**config.mk**
```make
export PLATFORM = sky130hd
export DESIGN_NAME = keepalive_expiry_queue
export DESIGN_NICKNAME = d
export VERILOG_FILES = /design/src/kaeq_pkg.sv /design/src/kaeq_ctrl.sv /design/src/kaeq_dp.sv /design/src/keepalive_expiry_queue.sv
export SDC_FILE = /design/constraint.sdc
export NUM_CORES = 2
export LEC_CHECK = 0
export ABC_CLOCK_PERIOD_IN_PS = 6100
export BUFFER_PORTS_ARGS = -buffer_cell sky130_fd_sc_hd__buf_2
export CORE_MARGIN = 5
export CORE_UTILIZATION = 25
export CTS_CLUSTER_DIAMETER = 40
export DETAILED_ROUTE_END_ITERATION = 10
export PLACE_DENSITY = 0.46
export SLEW_MARGIN = 5
export SYNTH_ARGS = -nofsm -noshare
export SYNTH_HDL_FRONTEND = slang
export SYNTH_SLANG_ARGS = --single-unit
export TNS_END_PERCENT = 10
```
**constraint.sdc**
```tcl
create_clock -name clk -period 6.1 [get_ports clk]
set_input_delay 0.61 -clock clk [delete_from_list [all_inputs] [get_ports clk]]
set_output_delay 0.61 -clock clk [all_outputs]
set_load 0.03 [all_outputs]
```
**src/kaeq_pkg.sv**
```systemverilog
package kaeq_pkg;

  // defaults for the top-level parameters
  localparam int NUM_CONN_DEF  = 64;
  localparam int TIME_BITS_DEF = 32;

  // fixed field widths
  localparam int CFG_W      = 16;
  localparam int ID_W       = 6;
  localparam int QUEUED_W   = 7;
  localparam int IN_DATA_W  = 8;
  localparam int OUT_DATA_W = 16;

  localparam logic [CFG_W-1:0] TIMEOUT_RST = 16'd15;

  // input item kind
  typedef enum logic [1:0] {
    MODE_TICK = 2'd0,
    MODE_ACT  = 2'd1,
    MODE_HANG = 2'd2,
    MODE_RSVD = 2'd3
  } kaeq_mode_t;

  // result action
  typedef enum logic [1:0] {
    ACT_NONE      = 2'd0,
    ACT_EXPIRE    = 2'd1,
    ACT_REQ_CLOSE = 2'd2,
    ACT_HANGUP    = 2'd3
  } kaeq_action_t;

  // controller states
  typedef enum logic [2:0] {
    ST_IDLE,
    ST_OP,
    ST_HEAD,
    ST_RING,
    ST_DL,
    ST_END
  } kaeq_state_t;

  // controller to datapath
  typedef struct packed {
    logic accept;    // take the input word, advance time on a tick
    logic ring_rd;   // read ring entry at head
    logic dl_rd;     // read deadline of the head connection
    logic pop;       // pop head, hold its result, flush older held result
    logic end_emit;  // give the final result of a tick
    logic op_emit;   // update state for activity or hangup and give result
  } kaeq_cmd_t;

  // datapath to controller
  typedef struct packed {
    logic in_tick;
    logic ring_empty;
    logic expired;
    logic pend_vld;
    logic out_free;
  } kaeq_stat_t;

endpackage

```
**src/kaeq_ctrl.sv**
```systemverilog
module kaeq_ctrl (
  input  logic               clk,
  input  logic               rst_n,
  input  logic               in_tvalid,
  output logic               in_tready,
  input  kaeq_pkg::kaeq_stat_t stat,
  output kaeq_pkg::kaeq_cmd_t  cmd
);
  import kaeq_pkg::*;

  kaeq_state_t state_r, state_nxt;

  // state register
  always_ff @(posedge clk) begin
    if (!rst_n) begin
      state_r <= ST_IDLE;
    end else begin
      state_r <= state_nxt;
    end
  end

  // next state and commands
  always_comb begin
    state_nxt = state_r;
    cmd       = '0;
    in_tready = 1'b0;
    unique case (state_r)
      ST_IDLE: begin
        in_tready = 1'b1;
        if (in_tvalid) begin
          cmd.accept = 1'b1;
          state_nxt  = stat.in_tick ? ST_HEAD : ST_OP;
        end
      end
      ST_OP: begin
        if (stat.out_free) begin
          cmd.op_emit = 1'b1;
          state_nxt   = ST_IDLE;
        end
      end
      // walk the ring heads while they are expired
      ST_HEAD: begin
        if (stat.ring_empty) begin
          state_nxt = ST_END;
        end else begin
          cmd.ring_rd = 1'b1;
          state_nxt   = ST_RING;
        end
      end
      ST_RING: begin
        cmd.dl_rd = 1'b1;
        state_nxt = ST_DL;
      end
      ST_DL: begin
        if (!stat.expired) begin
          state_nxt = ST_END;
        end else if (!stat.pend_vld || stat.out_free) begin
          cmd.pop   = 1'b1;
          state_nxt = ST_HEAD;
        end
      end
      ST_END: begin
        if (stat.out_free) begin
          cmd.end_emit = 1'b1;
          state_nxt    = ST_IDLE;
        end
      end
      default: state_nxt = ST_IDLE;
    endcase
  end

endmodule

```
**src/kaeq_dp.sv**
```systemverilog
module kaeq_dp #(
  parameter int NUM_CONN  = kaeq_pkg::NUM_CONN_DEF,
  parameter int TIME_BITS = kaeq_pkg::TIME_BITS_DEF
) (
  input  logic                              clk,
  input  logic                              rst_n,
  input  logic [kaeq_pkg::IN_DATA_W-1:0]    in_tdata,
  input  logic [1:0]                        in_tuser,
  output logic                              out_tvalid,
  input  logic                              out_tready,
  output logic [kaeq_pkg::OUT_DATA_W-1:0]   out_tdata,
  output logic [1:0]                        out_tuser,
  output logic                              out_tlast,
  input  logic                              cfg_we,
  input  logic [kaeq_pkg::CFG_W-1:0]        cfg_wdata,
  input  kaeq_pkg::kaeq_cmd_t               cmd,
  output kaeq_pkg::kaeq_stat_t              stat
);
  import kaeq_pkg::*;

  localparam int IDX_W = $clog2(NUM_CONN);
  localparam int CNT_W = $clog2(NUM_CONN + 1);
  localparam logic [IDX_W-1:0] IDX_LAST = IDX_W'(NUM_CONN - 1);
  localparam logic [CNT_W-1:0] CNT_FULL = CNT_W'(NUM_CONN);

  // memories
  logic [TIME_BITS-1:0] dl_mem   [NUM_CONN];
  logic [IDX_W-1:0]     ring_mem [NUM_CONN];

  logic [CFG_W-1:0]     timeout_r;
  logic [TIME_BITS-1:0] now_r;
  logic [NUM_CONN-1:0]  alive_r, alive_nxt;
  logic [IDX_W-1:0]     head_r, head_nxt;
  logic [IDX_W-1:0]     tail_r, tail_nxt;
  logic [CNT_W-1:0]     count_r, count_nxt;

  kaeq_mode_t           in_mode_r;
  logic [ID_W-1:0]      in_id_r;
  logic                 in_ka_r;

  logic [IDX_W-1:0]     ring_q;
  logic [TIME_BITS-1:0] dl_q;

  logic                 pend_vld_r;
  logic [IDX_W-1:0]     pend_id_r;
  logic [CNT_W-1:0]     pend_queued_r;

  logic                 out_valid_r;
  kaeq_action_t         out_act_r;
  logic [ID_W-1:0]      out_id_r;
  logic                 out_full_r;
  logic [QUEUED_W-1:0]  out_queued_r;
  logic                 out_last_r;

  // activity / hangup decode
  logic                 in_range;
  logic [IDX_W-1:0]     id_idx;
  logic                 alive_cur;
  kaeq_action_t         op_act;
  logic                 op_show_id;
  logic                 op_full;
  logic                 op_push;
  logic                 op_set;
  logic                 op_clr;
  logic                 dl_we;
  logic [TIME_BITS-1:0] dl_wdata;

  // emit path
  logic                 emit;
  kaeq_action_t         e_act;
  logic [ID_W-1:0]      e_id;
  logic                 e_full;
  logic [QUEUED_W-1:0]  e_queued;
  logic                 e_last;

  assign in_range  = {1'b0, in_id_r} < 7'(NUM_CONN);
  assign id_idx    = in_id_r[IDX_W-1:0];
  assign alive_cur = in_range && alive_r[id_idx];

  always_comb begin
    op_act     = ACT_NONE;
    op_show_id = 1'b0;
    op_full    = 1'b0;
    op_push    = 1'b0;
    op_set     = 1'b0;
    op_clr     = 1'b0;
    dl_we      = 1'b0;
    dl_wdata   = '0;
    unique case (in_mode_r)
      MODE_ACT: begin
        if (in_range) begin
          // a dead connection starts from a cleared record
          dl_we    = in_ka_r || !alive_cur;
          dl_wdata = in_ka_r ? now_r + TIME_BITS'(timeout_r) : '0;
          if (in_ka_r) begin
            if (!alive_cur) begin
              if (count_r == CNT_FULL) begin
                op_act     = ACT_REQ_CLOSE;
                op_show_id = 1'b1;
                op_full    = 1'b1;
              end else begin
                op_push = 1'b1;
                op_set  = 1'b1;
              end
            end
          end else begin
            op_clr     = 1'b1;
            op_act     = ACT_REQ_CLOSE;
            op_show_id = 1'b1;
          end
        end
      end
      MODE_HANG: begin
        if (in_range) begin
          op_clr     = 1'b1;
          op_act     = ACT_HANGUP;
          op_show_id = 1'b1;
        end
      end
      default: ;
    endcase
  end

  // ring pointers, count and alive flags
  always_comb begin
    head_nxt  = head_r;
    tail_nxt  = tail_r;
    count_nxt = count_r;
    alive_nxt = alive_r;
    if (cmd.pop) begin
      head_nxt          = (head_r == IDX_LAST) ? '0 : head_r + 1'b1;
      count_nxt         = count_r - 1'b1;
      alive_nxt[ring_q] = 1'b0;
    end
    if (cmd.op_emit) begin
      if (op_push) begin
        tail_nxt  = (tail_r == IDX_LAST) ? '0 : tail_r + 1'b1;
        count_nxt = count_r + 1'b1;
      end
      if (op_set) alive_nxt[id_idx] = 1'b1;
      if (op_clr) alive_nxt[id_idx] = 1'b0;
    end
  end

  // result selection
  always_comb begin
    emit     = 1'b0;
    e_act    = ACT_NONE;
    e_id     = '0;
    e_full   = 1'b0;
    e_queued = '0;
    e_last   = 1'b0;
    priority if (cmd.pop) begin
      // a further expiry follows, so the held one is not last
      emit     = pend_vld_r;
      e_act    = ACT_EXPIRE;
      e_id     = ID_W'(pend_id_r);
      e_queued = QUEUED_W'(pend_queued_r);
    end else if (cmd.end_emit) begin
      emit   = 1'b1;
      e_last = 1'b1;
      if (pend_vld_r) begin
        e_act    = ACT_EXPIRE;
        e_id     = ID_W'(pend_id_r);
        e_queued = QUEUED_W'(pend_queued_r);
      end else begin
        e_queued = QUEUED_W'(count_r);
      end
    end else if (cmd.op_emit) begin
      emit     = 1'b1;
      e_last   = 1'b1;
      e_act    = op_act;
      e_id     = op_show_id ? in_id_r : '0;
      e_full   = op_full;
      e_queued = QUEUED_W'(count_nxt);
    end
  end

  // control registers
  always_ff @(posedge clk) begin
    if (!rst_n) begin
      timeout_r   <= TIMEOUT_RST;
      now_r       <= '0;
      alive_r     <= '0;
      head_r      <= '0;
      tail_r      <= '0;
      count_r     <= '0;
      pend_vld_r  <= 1'b0;
      out_valid_r <= 1'b0;
    end else begin
      if (cfg_we) timeout_r <= cfg_wdata;
      if (cmd.accept && kaeq_mode_t'(in_tuser) == MODE_TICK) now_r <= now_r + 1'b1;
      alive_r <= alive_nxt;
      head_r  <= head_nxt;
      tail_r  <= tail_nxt;
      count_r <= count_nxt;
      if (cmd.pop) begin
        pend_vld_r <= 1'b1;
      end else if (cmd.end_emit) begin
        pend_vld_r <= 1'b0;
      end
      if (emit) begin
        out_valid_r <= 1'b1;
      end else if (out_tready) begin
        out_valid_r <= 1'b0;
      end
    end
  end

  // payload registers
  always_ff @(posedge clk) begin
    if (cmd.accept) begin
      in_mode_r <= kaeq_mode_t'(in_tuser);
      in_id_r   <= in_tdata[ID_W-1:0];
      in_ka_r   <= in_tdata[ID_W];
    end
    if (cmd.pop) begin
      pend_id_r     <= ring_q;
      pend_queued_r <= count_r - 1'b1;
    end
    if (emit) begin
      out_act_r    <= e_act;
      out_id_r     <= e_id;
      out_full_r   <= e_full;
      out_queued_r <= e_queued;
      out_last_r   <= e_last;
    end
  end

  // ring memory
  always_ff @(posedge clk) begin
    if (cmd.op_emit && op_push) ring_mem[tail_r] <= id_idx;
    if (cmd.ring_rd) ring_q <= ring_mem[head_r];
  end

  // deadline memory
  always_ff @(posedge clk) begin
    if (cmd.op_emit && dl_we) dl_mem[id_idx] <= dl_wdata;
    if (cmd.dl_rd) dl_q <= dl_mem[ring_q];
  end

  // status
  assign stat.in_tick    = kaeq_mode_t'(in_tuser) == MODE_TICK;
  assign stat.ring_empty = count_r == '0;
  assign stat.expired    = dl_q <= now_r;
  assign stat.pend_vld   = pend_vld_r;
  assign stat.out_free   = !out_valid_r || out_tready;

  assign out_tvalid = out_valid_r;
  assign out_tuser  = out_act_r;
  assign out_tlast  = out_last_r;
  assign out_tdata  = {2'b00, out_queued_r, out_full_r, out_id_r};

endmodule

```
**src/keepalive_expiry_queue.sv**
```systemverilog
// Keep-alive expiry queue: tracks a deadline and an alive flag per connection and a ring of
// connection ids in the order they became alive. An input word is a tick (in_tuser 0), activity
// (1) or a hangup (2); each gives one or more result words, the final one flagged by out_tlast.
// Activity, hangup and unused kinds give their single result from the op state. A tick checks
// the ring heads in turn; for each head the ring memory read and the deadline memory read, both
// registered, are done one after the other, and an expired head is popped. Results sit in an
// output register, and the block waits for it to drain before it places the next result.
// idle_timeout is written through cfg_we / cfg_wdata and resets to 15 ticks.
module keepalive_expiry_queue #(
  parameter int NUM_CONN  = kaeq_pkg::NUM_CONN_DEF,
  parameter int TIME_BITS = kaeq_pkg::TIME_BITS_DEF
) (
  input  logic                            clk,
  input  logic                            rst_n,
  input  logic                            in_tvalid,
  output logic                            in_tready,
  input  logic [kaeq_pkg::IN_DATA_W-1:0]  in_tdata,   // conn_id[5:0], keep_alive[6], zero
  input  logic [1:0]                      in_tuser,   // mode[1:0]
  output logic                            out_tvalid,
  input  logic                            out_tready,
  output logic [kaeq_pkg::OUT_DATA_W-1:0] out_tdata,  // closed_id[5:0], queue_full[6],
                                                      // queued[13:7], zero
  output logic [1:0]                      out_tuser,  // action[1:0]
  output logic                            out_tlast,  // last
  input  logic                            cfg_we,
  input  logic [kaeq_pkg::CFG_W-1:0]      cfg_wdata   // idle_timeout
);
  import kaeq_pkg::*;

  kaeq_cmd_t  cmd;
  kaeq_stat_t stat;

  kaeq_ctrl u_ctrl (
    .clk       (clk),
    .rst_n     (rst_n),
    .in_tvalid (in_tvalid),
    .in_tready (in_tready),
    .stat      (stat),
    .cmd       (cmd)
  );

  kaeq_dp #(
    .NUM_CONN  (NUM_CONN),
    .TIME_BITS (TIME_BITS)
  ) u_dp (
    .clk        (clk),
    .rst_n      (rst_n),
    .in_tdata   (in_tdata),
    .in_tuser   (in_tuser),
    .out_tvalid (out_tvalid),
    .out_tready (out_tready),
    .out_tdata  (out_tdata),
    .out_tuser  (out_tuser),
    .out_tlast  (out_tlast),
    .cfg_we     (cfg_we),
    .cfg_wdata  (cfg_wdata),
    .cmd        (cmd),
    .stat       (stat)
  );

endmodule

```
======== Yosys cells after proc, flatten, opt, wreduce, memory -nomap -nowiden ========
Memory sizes are Yosys's and may differ from the RTL's. A register that Yosys moved wholly into a read port is not among the register bits.
Cells that the tools add are included.
word-level totals
  register bits ........................... 175
  RAM bits ................................ 2432
  output and inout bits ................... 21
  logic and storage cells ................. 148
  bits of input ports ..................... 31
  memories ................................ 2
memory list
  name           depth  width  rd ports  clocked after memory_dff  write ports  RTL line       source
  u_dp.dl_mem    64     32     1         1                         1            kaeq_dp.sv:27  logic [TIME_BITS-1:0] dl_mem [NUM_CONN];
  u_dp.ring_mem  64     6      1         1                         1            kaeq_dp.sv:28  logic [IDX_W-1:0] ring_mem [NUM_CONN];
operators by class
  mux-type cells .......................... 75
  bitwise logic cells ..................... 8
  equality and inequality tests ........... 13
  magnitude comparators ................... 5
  $add $sub $neg .......................... 6
  reductions and logical operators ........ 20
operator list
  cell                                                                                 number
  64-bit two-way mux                                                                   5
  64-bit bitwise AND                                                                   2
  64-bit NOT                                                                           2
  32-bit two-way mux                                                                   2
  64-bit bitwise OR                                                                    1
  7-bit two-way mux                                                                    7
  6-bit two-way mux                                                                    7
  1-bit two-way mux                                                                    36
  32-bit by 1-bit adder with 32-bit output, second input constant                      1
  32-bit by 16-bit adder with 32-bit output                                            1
  32-bit <= comparator                                                                 1
  3-bit two-way mux                                                                    5
  3-bit case mux with 5 select lines                                                   1
  6-bit by 7-bit < comparator with 1-bit output, second input constant                 2
  6-bit by 1-bit adder with 6-bit output, second input constant                        2
  1-bit demux with 6-bit select                                                        2
  6-bit equality test, second input constant                                           2
  6-bit by 1-bit greater-or-equal comparator with 1-bit output, second input constant  2
  2-bit two-way mux                                                                    6
  7-bit by 1-bit adder with 7-bit output, second input constant                        1
  7-bit equality test, second input constant                                           1
  7-bit zero test                                                                      1
  7-bit by 1-bit subtractor with 7-bit output, second input constant                   1
  1-bit binary-select mux with 6-bit select                                            1
  21 further kinds                                                                     35

======== Longest topological paths before layout ========
  depth after elaboration ................. 13
  gate-level depth with buffers ........... 13
  depth with buffers taken out ............ 10

======== By module ========
A second synthesis with hierarchy kept.
second synthesis, totals
  cell total of the unflattened synthesis .. 5852
  area, all modules ....................... 100418.8 µm²
modules (own cells, without submodules)
  module     sequential area each (µm²)  cells each  times used  area an instance (µm²)
  kaeq_dp    78004.8                     5815        1           100126.0
  kaeq_ctrl  60.1                        37          1           292.8

======== Worst setup path after synthesis ========
Ideal clock, no wire load.
  path kind ............................... register to register
  start point ............................. register u_dp.now_r[5]
  end point ............................... memory u_dp.dl_mem[0][15] (netlist name), data pin
  cell stages (with the launch flop) ...... 10
  setup time .............................. 680 ps
  path buffers ............................ 1
  required time ........................... 5420 ps
  period minus slack after synthesis ...... 5040 ps
  setup slack ............................. 1060 ps
  arrival time ............................ 4359 ps
  path through ............................ dfxtp_1 -> ha_1 -> clkbuf_1 -> a2111oi_0 -> o21a_1 -> o211a_1 -> nor3_1 -> o31a_1 -> o21a_1 -> nor3_1
on the way
  word-level cells in the longest chain between the ends .. 3
RTL lines
  what                                       RTL line        source
  from (decl)                                kaeq_dp.sv:31   logic [TIME_BITS-1:0] now_r;
  from (signal assigned)                     kaeq_dp.sv:192  if (cmd.accept && kaeq_mode_t'(in_tuser) == MODE_TICK) now_r <= now_r + 1'b1;
  32-bit by 16-bit adder with 32-bit output  kaeq_dp.sv:94   dl_wdata = in_ka_r ? now_r + TIME_BITS'(timeout_r) : '0;
  32-bit two-way mux                         kaeq_dp.sv:94
  32-bit two-way mux                         kaeq_dp.sv:89   unique case (in_mode_r)
  net u_dp.dl_wdata[15]                      kaeq_dp.sv:66   logic [TIME_BITS-1:0] dl_wdata;
  to (decl)                                  kaeq_dp.sv:27
The timed path passes the listed nets, and every way through them passes these cells.

======== Worst setup path in the final report ========
  start point ............................. register u_dp.in_id_r[0] (netlist: u_dp.id_idx[0])
  end point ............................... memory u_dp.ring_mem[28][3] (netlist name), enable pin
on the way
  word-level cells in the longest chain between the ends .. 8
RTL lines
  what                                       RTL line        source
  from (decl)                                kaeq_dp.sv:38   logic [ID_W-1:0] in_id_r;
  from (signal assigned)                     kaeq_dp.sv:214  in_id_r <= in_tdata[ID_W-1:0];
  1-bit binary-select mux with 6-bit select  kaeq_dp.sv:78   assign alive_cur = in_range && alive_r[id_idx];
  1-bit two-way mux (not written as such)    kaeq_dp.sv:78
  1-bit two-way mux                          kaeq_dp.sv:96   if (!alive_cur) begin
  1-bit two-way mux                          kaeq_dp.sv:95   if (in_ka_r) begin
  1-bit two-way mux                          kaeq_dp.sv:89
  1-bit logical AND                          kaeq_dp.sv:232  if (cmd.op_emit && op_push) ring_mem[tail_r] <= id_idx;
  1-bit two-way mux                          kaeq_dp.sv:232
  1-bit two-way mux (not written as such)    kaeq_dp.sv:232
  to (decl)                                  kaeq_dp.sv:28
Every way passes these cells. The select of a mux whose other input is x is not followed.

==> flow_summary.toml <==
[outcome]
status = "complete, no violations"

[clock_network]
clk_pin_slew_ps = 50
cts_resized = 0
tritoncts = "done"
cts_root_buffer = "clkbuf_16"
clock_path_buffers = 4
cts-buffers-inserted = 375
clock-sinks = 2645
htreeDepth = 5
worstSkewPairLatency_ps = 910

[worst_setup_path]
slowest_delay_ps = 1040
critical_path_required_ps = 6570
endpoint_kind = "flop"
worstPathMaxFanout = 23
crit_path_top_delay_cell = "edfxtp_1"
start_kind = "flop"
arrival_ps = 5480
cp_top_family = "simple AND/OR/NAND/NOR gates"
path_class = "flop to flop"
cp_num_buf_inv = 1
cp_cell_sequence = "inv_1, mux2_2, a21oi_2, and4b_1, and3_1, nand3_1, nor2_1"

[floorplanning]
ios = 52
start_util_pct = 25.08
die-area_um2 = 413200
die_x_um = 642.8
rows = 232
die_h_um = 642.8
core_um2 = 399100

[sta]
fin_worst_skew_ps = 140.4
rsz0062_at_grt = "false"
max_freq_mhz = 199.7
relSlewSlack_pct = 10.63
post-route-min-period_ps = 5007
fin_crit_sh_pct = 82.08
hold_violations = 0
tns_ps = 0
tightest_slew_ps = 1329
drv_slew = 0
setup_viol = 0

[flow_run]
drv_cap = 0

[global_route]
grt_pass1_wl_mm = 452.3
grt_max_degree = 76
grt_pass1_vias = 57150
antenna_found_initial = 23
grt.overflow.total = 0
track_usage_pct = 14.99

[layout]
area_growth_syn_to_layout_pct = 21.63
layout.nets = 6133
fillers = 38700
design_area_um2 = 121800
utilization_pct = 30.51
drive_gt1_share_pct = 19.26

[synth]
synth_ff_type = "edfxtp_1"
synth-seq-cells = 2645
seq_area_frac_synth_pct = 77.98
synth_top_area_cell = "edfxtp_1"
synth_edf_count = 2509
syn_inst = 5729
synth.area.top_cells = "edfxtp_1 (75%), a22oi_1 (5.4%), mux4_2 (2.9%)"
synth.top_cell.area_share_pct = 75.26
postSynth.asyncResetShare_pct = 0
synth_warnings = 0
synth_area_per_cell_um2 = 17.47
ys_types = 83
syn_area_um2 = 100100

[power_and_ir_drop]
power_frac_seq_pct = 46.4
ir_drop_mv = 0.2405
pwr-share-clk_pct = 51.5
p_per_area_nw_per_um2 = 351.1
pwr-share-comb_pct = 2.0
p_leak_uw = 0.03991
intPower_uw = 33690
netSwitchingPower_uw = 9071
swShare_pct = 21.21
p_total_uw = 42760

[placement]
placed_area_um2 = 108700
gp_routability_congestion = 0.8136
port_buffers = 48
dp_hpwl_mm = 192.1

[routing]
finalWirelength_mm = 323.6
vias_per_cell = 5.023
drc = 0
drt_iter0_markers = 6432
first_pass_iters = 6
vias = 58410
wl_per_cell_um = 27.83
postRouteAntennaNets = 0

[hold_path]
holdCritPathClass = "input port to flop"
Yosys cell counts, types with 14 or more instances:
| cell | number |
|---|---|
| a31oi_1 | 167 |
| buf_1 | 75 |
| a22oi_1 | 715 |
| inv_1 | 51 |
| edfxtp_1 | 2509 |
| nor4_1 | 34 |
| nand4_1 | 91 |
| nor2_1 | 223 |
| o22ai_1 | 63 |
| nand3_1 | 77 |
| a41oi_1 | 37 |
| nor3_1 | 83 |
| nand2_1 | 86 |
| o211ai_1 | 69 |
| a221oi_1 | 160 |
| or3_1 | 28 |
| and3_1 | 17 |
| mux4_2 | 130 |
| o21ai_0 | 36 |
| nand2b_1 | 18 |
| a22o_1 | 167 |
| clkbuf_1 | 293 |
| and2_1 | 14 |
| a31o_2 | 14 |
| buf_2 | 18 |
| dfxtp_1 | 136 |
| a21oi_1 | 124 |
| xnor2_1 | 35 |
| ha_1 | 56 |
| mux2i_1 | 33 |
logic make-up (layout without fill, tap and decap cells):
group | Yosys count | after routing | synth area share [%]
other | 1 | 11 | 0.003746
multiplexers | 169 | 169 | 3.322
buffers and inverters | 450 | 1074 | 1.752
adder cells (fa/ha/maj) | 57 | 57 | 0.7199
XOR/XNOR | 46 | 46 | 0.4024
AO/OA/AOI/OAI | 1621 | 1621 | 12.02
AND/OR/NAND/NOR | 740 | 740 | 3.807
flip-flops | 2645 | 2645 | 77.98
cell type report:
cell class	count	area, um2	share of cell area, %
diodes	9	22.52	0.01850
clock buffers	423	9754	8.011
clock inverters	263	3048	2.503
inverters	53	198.9	0.1634
multi-input cells	2635	21190	17.41
flip-flops and latches	2645	78070	64.12
well taps	5265	6588	5.410
repair buffers	335	2890	2.374
cells in the final DEF (no fill, tap or decap), types with 22 or more instances in the layout:
master,n
a41oi_1,37
nor2_4,78
nand3_1,76
a22oi_1,715
clkinvlp_4,38
o211ai_1,69
inv_6,49
clkinv_4,32
bufinv_16,48
clkinv_1,41
a221oi_1,160
a31oi_1,166
buf_12,35
dlygate4sd3_1,22
or3_1,26
buf_4,231
inv_1,50
o22ai_1,63
a21oi_1,109
xnor2_1,35
ha_1,56
edfxtp_1,2509
dfxtp_1,133
clkbuf_1,38
nor3_1,78
mux4_2,130
clkinv_2,36
clkbuf_16,383
a22o_1,167
nor4_1,25
nor2_1,145
buf_2,47
mux2i_1,33
o21ai_0,36
nand2_1,85
nand4_1,91
worst paths after layout:
path,start,to,slack [ps],depth (start not counted)
setup / recovery,u_dp.id_idx[0]$_DFFE_PP_,u_dp.ring_mem[28][3]$_DFFE_PP_,1090,7
hold / removal,in_tvalid,u_ctrl.state_r[0]$_SDFFE_PN0P_,100,2
setup reg to reg,u_dp.id_idx[0]$_DFFE_PP_,u_dp.ring_mem[28][3]$_DFFE_PP_,1090,7
hold reg to reg,u_dp.timeout_r[3]$_SDFFE_PN1P_,u_dp.timeout_r[3]$_SDFFE_PN1P_,490,2
repair_timing:
item                                    4_1_cts  5_1_grt
endpoints found under the setup margin        0        0
hold buffers                                 22        0
buffers inserted                              0        0
endpoints found under the hold margin        22        0
metrics by stage:
| step | setup WS, ps | hold WS (ps) | instances |
|---|---|---|---|
| after floorplan | 1060 | 439.5 | 5730 |
| after global placement | 1315 | 471.6 | 10910 |
| after detailed placement | 1227 | 477.3 | 10910 |
| after CTS | 1184 | 30.48 | 11620 |
| after global routing | 974.4 | 42.12 | 11620 |
| final | 1093 | 98.38 | 11630 |
per-layer routing:
| metal | global-route usage (%) | up-vias | routed length, um |
|---|---|---|---|
| li1 | - | 24750 | - |
| met1 | 21.50 | 31010 | 144300 |
| met2 | 23.96 | 2247 | 150800 |
| met3 | 2.384 | 404 | 21970 |
| met4 | 3.205 | 0 | 6492 |
| met5 | 0 | - | 0 |
flip-flops by register name, summed over array words and instances (netlist names), 7 cells and up:
name,flops
u_dp.dl_mem,2048
u_dp.ring_mem,384
u_dp.alive_r,64
u_dp.dl_q,32
u_dp.now_r,32
u_dp.timeout_r,16
u_dp.count_r,7
u_dp.out_queued_r,7
u_dp.pend_queued_r,7
worst reg2reg max path: stages (launching register included):
cell	delay, ps
edfxtp_1	1040
inv_1	470
mux2_2	420
a21oi_2	290
and4b_1	330
and3_1	520
nand3_1	780
nor2_1	780
power by group through the flow:
stage / combinational, uW / sequential (uW) / clock (uW)
global route: 925 / 19800 / 23200
detailed placement: 865 / 20200 / 0
finish: 874 / 19800 / 22000
floorplan: 409 / 20200 / 0
global placement: 855 / 20200 / 0
CTS: 879 / 19800 / 22400
(Power assumes the default switching activity.)
